**src/rtl/mcc_pkg.sv**
```systemverilog
// Shared constants, register indexes, state codes and control structs for the coin change block.
package mcc_pkg;

  // Fixed field widths
  localparam int AMT_W      = 10;
  localparam int CNT_W      = 10;
  localparam int IDX_W      = 3;
  localparam int CFG_IDX_W  = 3;
  localparam int CFG_DATA_W = 10;

  // Number of coin value registers, and the largest amount the input field can carry
  localparam int COIN_REGS = 6;
  localparam int AMT_MAX   = 1023;

  // Defaults for the top level parameters
  localparam int MAX_COINS_DEF  = 6;
  localparam int MAX_AMOUNT_DEF = 1023;

  // Configuration register indexes
  localparam logic [CFG_IDX_W-1:0] REG_NUM_COINS    = 3'd0;
  localparam logic [CFG_IDX_W-1:0] REG_COIN_VALUE_0 = 3'd1;
  localparam logic [CFG_IDX_W-1:0] REG_COIN_VALUE_5 = 3'd6;

  // Controller states
  typedef enum logic [2:0] {
    ST_IDLE,
    ST_CHECK,
    ST_ISSUE,
    ST_LAST,
    ST_LOOKUP,
    ST_LATCH,
    ST_EMIT
  } state_t;

  // Commands from the controller to the datapath
  typedef struct packed {
    logic load;
    logic issue;
    logic write_row;
    logic lookup;
    logic latch;
    logic out_next;
  } cmd_t;

  // Status from the datapath to the controller
  typedef struct packed {
    logic need_ext;
    logic coin_last;
    logic row_done;
    logic out_last;
  } sts_t;

endpackage

```
**src/rtl/mcc_ctrl.sv**
```systemverilog
// Controller state machine: sequences table extension, lookup and result output.
module mcc_ctrl (
  input  logic           clk,
  input  logic           rst,
  input  logic           in_valid,
  output logic           in_stall,
  output logic           out_valid,
  input  logic           out_stall,
  input  mcc_pkg::sts_t  sts,
  output mcc_pkg::cmd_t  cmd
);

  mcc_pkg::state_t state;
  mcc_pkg::state_t state_next;

  // State register
  always_ff @(posedge clk) begin
    if (rst) begin
      state <= mcc_pkg::ST_IDLE;
    end else begin
      state <= state_next;
    end
  end

  // Next state
  always_comb begin
    state_next = state;
    case (state)
      mcc_pkg::ST_IDLE: begin
        if (in_valid) state_next = mcc_pkg::ST_CHECK;
      end
      mcc_pkg::ST_CHECK: begin
        // Build missing rows first, or go straight to the table read.
        state_next = sts.need_ext ? mcc_pkg::ST_ISSUE : mcc_pkg::ST_LOOKUP;
      end
      mcc_pkg::ST_ISSUE: begin
        if (sts.coin_last) state_next = mcc_pkg::ST_LAST;
      end
      mcc_pkg::ST_LAST: begin
        state_next = sts.row_done ? mcc_pkg::ST_LOOKUP : mcc_pkg::ST_ISSUE;
      end
      mcc_pkg::ST_LOOKUP: begin
        state_next = mcc_pkg::ST_LATCH;
      end
      mcc_pkg::ST_LATCH: begin
        state_next = mcc_pkg::ST_EMIT;
      end
      mcc_pkg::ST_EMIT: begin
        if (!out_stall && sts.out_last) state_next = mcc_pkg::ST_IDLE;
      end
      default: begin
        state_next = mcc_pkg::ST_IDLE;
      end
    endcase
  end

  // Outputs and datapath commands
  always_comb begin
    cmd       = '0;
    in_stall  = 1'b1;
    out_valid = 1'b0;
    case (state)
      mcc_pkg::ST_IDLE: begin
        in_stall = 1'b0;
        cmd.load = in_valid;
      end
      mcc_pkg::ST_ISSUE: begin
        cmd.issue = 1'b1;
      end
      mcc_pkg::ST_LAST: begin
        cmd.write_row = 1'b1;
      end
      mcc_pkg::ST_LOOKUP: begin
        cmd.lookup = 1'b1;
      end
      mcc_pkg::ST_LATCH: begin
        cmd.latch = 1'b1;
      end
      mcc_pkg::ST_EMIT: begin
        out_valid    = 1'b1;
        cmd.out_next = !out_stall;
      end
      default: begin
        cmd = '0;
      end
    endcase
  end

endmodule

```
**config.mk**
```make
export PLATFORM = sky130hd
export DESIGN_NAME = mcc_ctrl
export DESIGN_NICKNAME = d
export VERILOG_FILES = /design/src/rtl/mcc_pkg.sv /design/src/rtl/mcc_ctrl.sv
export SDC_FILE = /design/constraint.sdc
export NUM_CORES = 1
export LEC_CHECK = 0
export BUFFER_PORTS_ARGS = -buffer_cell sky130_fd_sc_hd__buf_4
export CORE_AREA = 10 10 47 49
export CTS_CLUSTER_DIAMETER = 50
export DETAILED_ROUTE_END_ITERATION = 10
export DIE_AREA = 0 0 57 59
export GPL_ROUTABILITY_DRIVEN = 0
export SLEW_MARGIN = 10
export SYNTH_ARGS = -nofsm -noshare
export SYNTH_HDL_FRONTEND = slang
export SYNTH_SLANG_ARGS = --single-unit
```
**constraint.sdc**
```tcl
create_clock -name clk -period 2.76 [get_ports clk]
set_input_delay 0.552 -clock clk [delete_from_list [all_inputs] [get_ports clk]]
set_output_delay 0.552 -clock clk [all_outputs]
set_load 0.02 [all_outputs]
```
==> results.yml <==
outcome:
  outcome: "completed"
worst_setup_path:
  worstSetupEndpointType: "primary output"
  required_ns: 2.21
  cp_top_family: "simple AND/OR/NAND/NOR gates"
  worst-path-buf-inv: 1
  ff2ff_path_depth: 3
  start_kind: "register"
  reg2reg_slack_ns: 1.72
  cpMaxStageDelayCell: "or3_1"
  slowest_delay_ns: 0.41
  critPathArrivalTime_ns: 1.26
  cp_cell_sequence: "or3_1 -> nor2_1 -> buf_4"
  cp_num_cells: 3
  crit_type: "reg -> out"
  cp_max_fo: 11
power:
  internal_power_mw: 0.1290
  p_leak_nw: 0.1708
  switching_share_pct: 29.75
  clock_power_share_pct: 41.4
  p_sw_mw: 0.05462
  seqPwrFrac_pct: 30.7
  ir_worst_vdd_v: 0.0001577
  p_per_area_nw_per_um2: 492.4
  combPwrFrac_pct: 28.0
sta:
  fmax_mhz: 550.4
  period_minus_slack_ns: 1.817
  setup_slack_ns: 0.9432
  slew_viol_final: 0
  rsz0062_at_grt: "false"
  finalSetupViolations: 0
  slew_headroom_pct: 76.90
  fin_crit_sh_pct: 65.83
  hold_violations: 0
  final.setup.tns_ns: 0
  fin_skew_ns: 0.004394
  tightest_slew_ns: 0.3460
floorplan:
  fp.dieArea_um2: 3363
  initial_utilization_pct: 15.98
  pin_count: 16
  die_height_um: 59
  core_area_um2: 1401
  dieWidth_um: 57
  row_count: 14
logic_synthesis:
  yosys_warnings: 0
  ys_seq_elements: 3
  yosys.area_share.simple_pct: 45.25
  syn_area_um2: 224.0
  synth_compound_area_share_pct: 20.11
  synth-seq-area-share_pct: 26.82
  netlist_instances: 29
  synth.distinct_cells: 20
  synthAdderAreaFrac_pct: 0
  avgSynthCellArea_um2: 7.723
  synthXorXnorAreaFrac_pct: 0
  synth_top_family_by_area: "simple AND/OR/NAND/NOR gates"
  synthesis.nets: 37
  synth.area.mux_share_pct: 0
route:
  antenna_left: 0
  drt_iter0_drc: 1
  routed_wirelength_um: 694
  viasPerCell: 4.145
  via_count: 257
  drc: 0
  drt_pass1_iterations: 2
  wire_per_inst_um: 11.19
clock_tree:
  cts_sinks: 3
  clock_latency_ns: 0.23
  cts-resized-gates: 0
  root_buffer: "clkbuf_4"
  clk_pin_slew_ns: 0.04
  cts_tree: "done"
  postCtsHoldBufs: 0
  cts_buffer_depth: 2
  htreeDepth: 1
  numCtsBuffers: 3
  postCtsSetupBuffers: 0
worst_hold_path:
  hold_class: "in -> reg"
  min_path_cells: 2
grt:
  grt_overflow: 0
  grt_max_degree: 14
  grt_pass1_wl_mm: 1.014
  antenna_found_initial: 0
  grt_pass1_vias: 228
  gr-usage-all-layers_pct: 3.899
finish:
  top_register: "state"
  layout_common_cells: "buf_4 (15), nor3b_1 (4), nand2b_1 (3), clkbuf_4 (3), dfxtp_1 (3)"
  top_regs: "state x3"
  final_cells: 62
  antenna_cells: 0
  layout_commonest_cell: "buf_4"
  fillers: 173
  area_growth_pct: 66.48
  fin_nets: 55
  largest_register_ff_count: 3
  drive_above_1_share_pct: 45.65
place:
  place_inst: 58
  place_ws_ns: 1.187
  place_hpwl_um: 555.3
  portBuffers: 15
run:
  cap_violations: 0
## power by group through the flow
| stage | logic [mW] | registers (mW) | clock network, mW |
|---|---|---|---|
| after global routing | 0.0556 | 0.0575 | 0.0840 |
| after floorplan | 0.0343 | 0.0513 | 0 |
| after global placement | 0.0522 | 0.0563 | 0 |
| final | 0.0514 | 0.0563 | 0.0759 |
| after CTS | 0.0524 | 0.0562 | 0.0809 |
| after detailed placement | 0.0521 | 0.0569 | 0 |
## layout make-up
cell class	instances	area, µm²	area share, %
clock buffers	4	26.28	7.047
inverters	2	7.507	2.013
multi-input cells	22	146.4	39.26
flip-flops and latches	3	60.06	16.11
well taps	16	20.02	5.369
repair buffers	15	112.6	30.20
## logic make-up (layout without fill, tap and decap cells)
| logic type | count (synthesis) | count (layout) |
|---|---|---|
| and+or+nand+nor | 16 | 16 |
| AOI/OAI and AO/OA | 6 | 6 |
| buffers and inverters | 4 | 21 |
| DFF | 3 | 3 |
## layer usage
metal	track usage (%)	share of wire (%)	vias to the layer above
met5	0	0	-
met4	3.020	0	0
met3	3.004	13	0
met2	4.961	43	10
met1	4.187	45	110
li1	-	-	137
## worst register-to-register path, cell delays in order (launching register included)
cell,delay [ns]
dfxtp_1,0.51
a21bo_2,0.26
o31a_1,0.10
nor3_2,0.09
## worst paths after layout
path,startpoint,end
worst min register to register,state[0],state[0]
worst max register to register,state[1],state[1]
worst min-delay path,rst,state[1]
worst max-delay path,state[2],cmd[5]
## cells in the mapped netlist (all sizes together)
library cell  n  area share [%]
dfxtp         3              27
or3           1             2.8
a211oi        1             3.4
nor2          2             3.4
nand2         1             1.7
o31a          1             3.9
o21bai        1             3.4
a21oi         1             2.2
a21bo         1             4.5
buf           2             4.5
inv           2             3.3
nand2b        3             8.4
nor3          2             6.7
a31oi         1             2.8
nor2b         1             2.8
nand3b        1             3.4
and3          1             2.8
nor3b         4              13
## through the flow
| step | utilization (%) | hold WS, ns | area, µm² | power, mW |
|---|---|---|---|---|
| final | 26.61 | 0.5058 | 372.9 | 0.1836 |
| after global routing | 26.61 | 0.5031 | 372.9 | 0.1971 |
| after CTS | 26.61 | 0.4977 | 372.9 | 0.1895 |
| after detailed placement | 24.73 | 0.5745 | 346.6 | 0.1090 |
| after global placement | 24.73 | 0.5667 | 346.6 | 0.1085 |
| after floorplan | - | 0.5082 | 224.0 | 0.08558 |
Note: power is estimated with default switching activity, not from simulation.
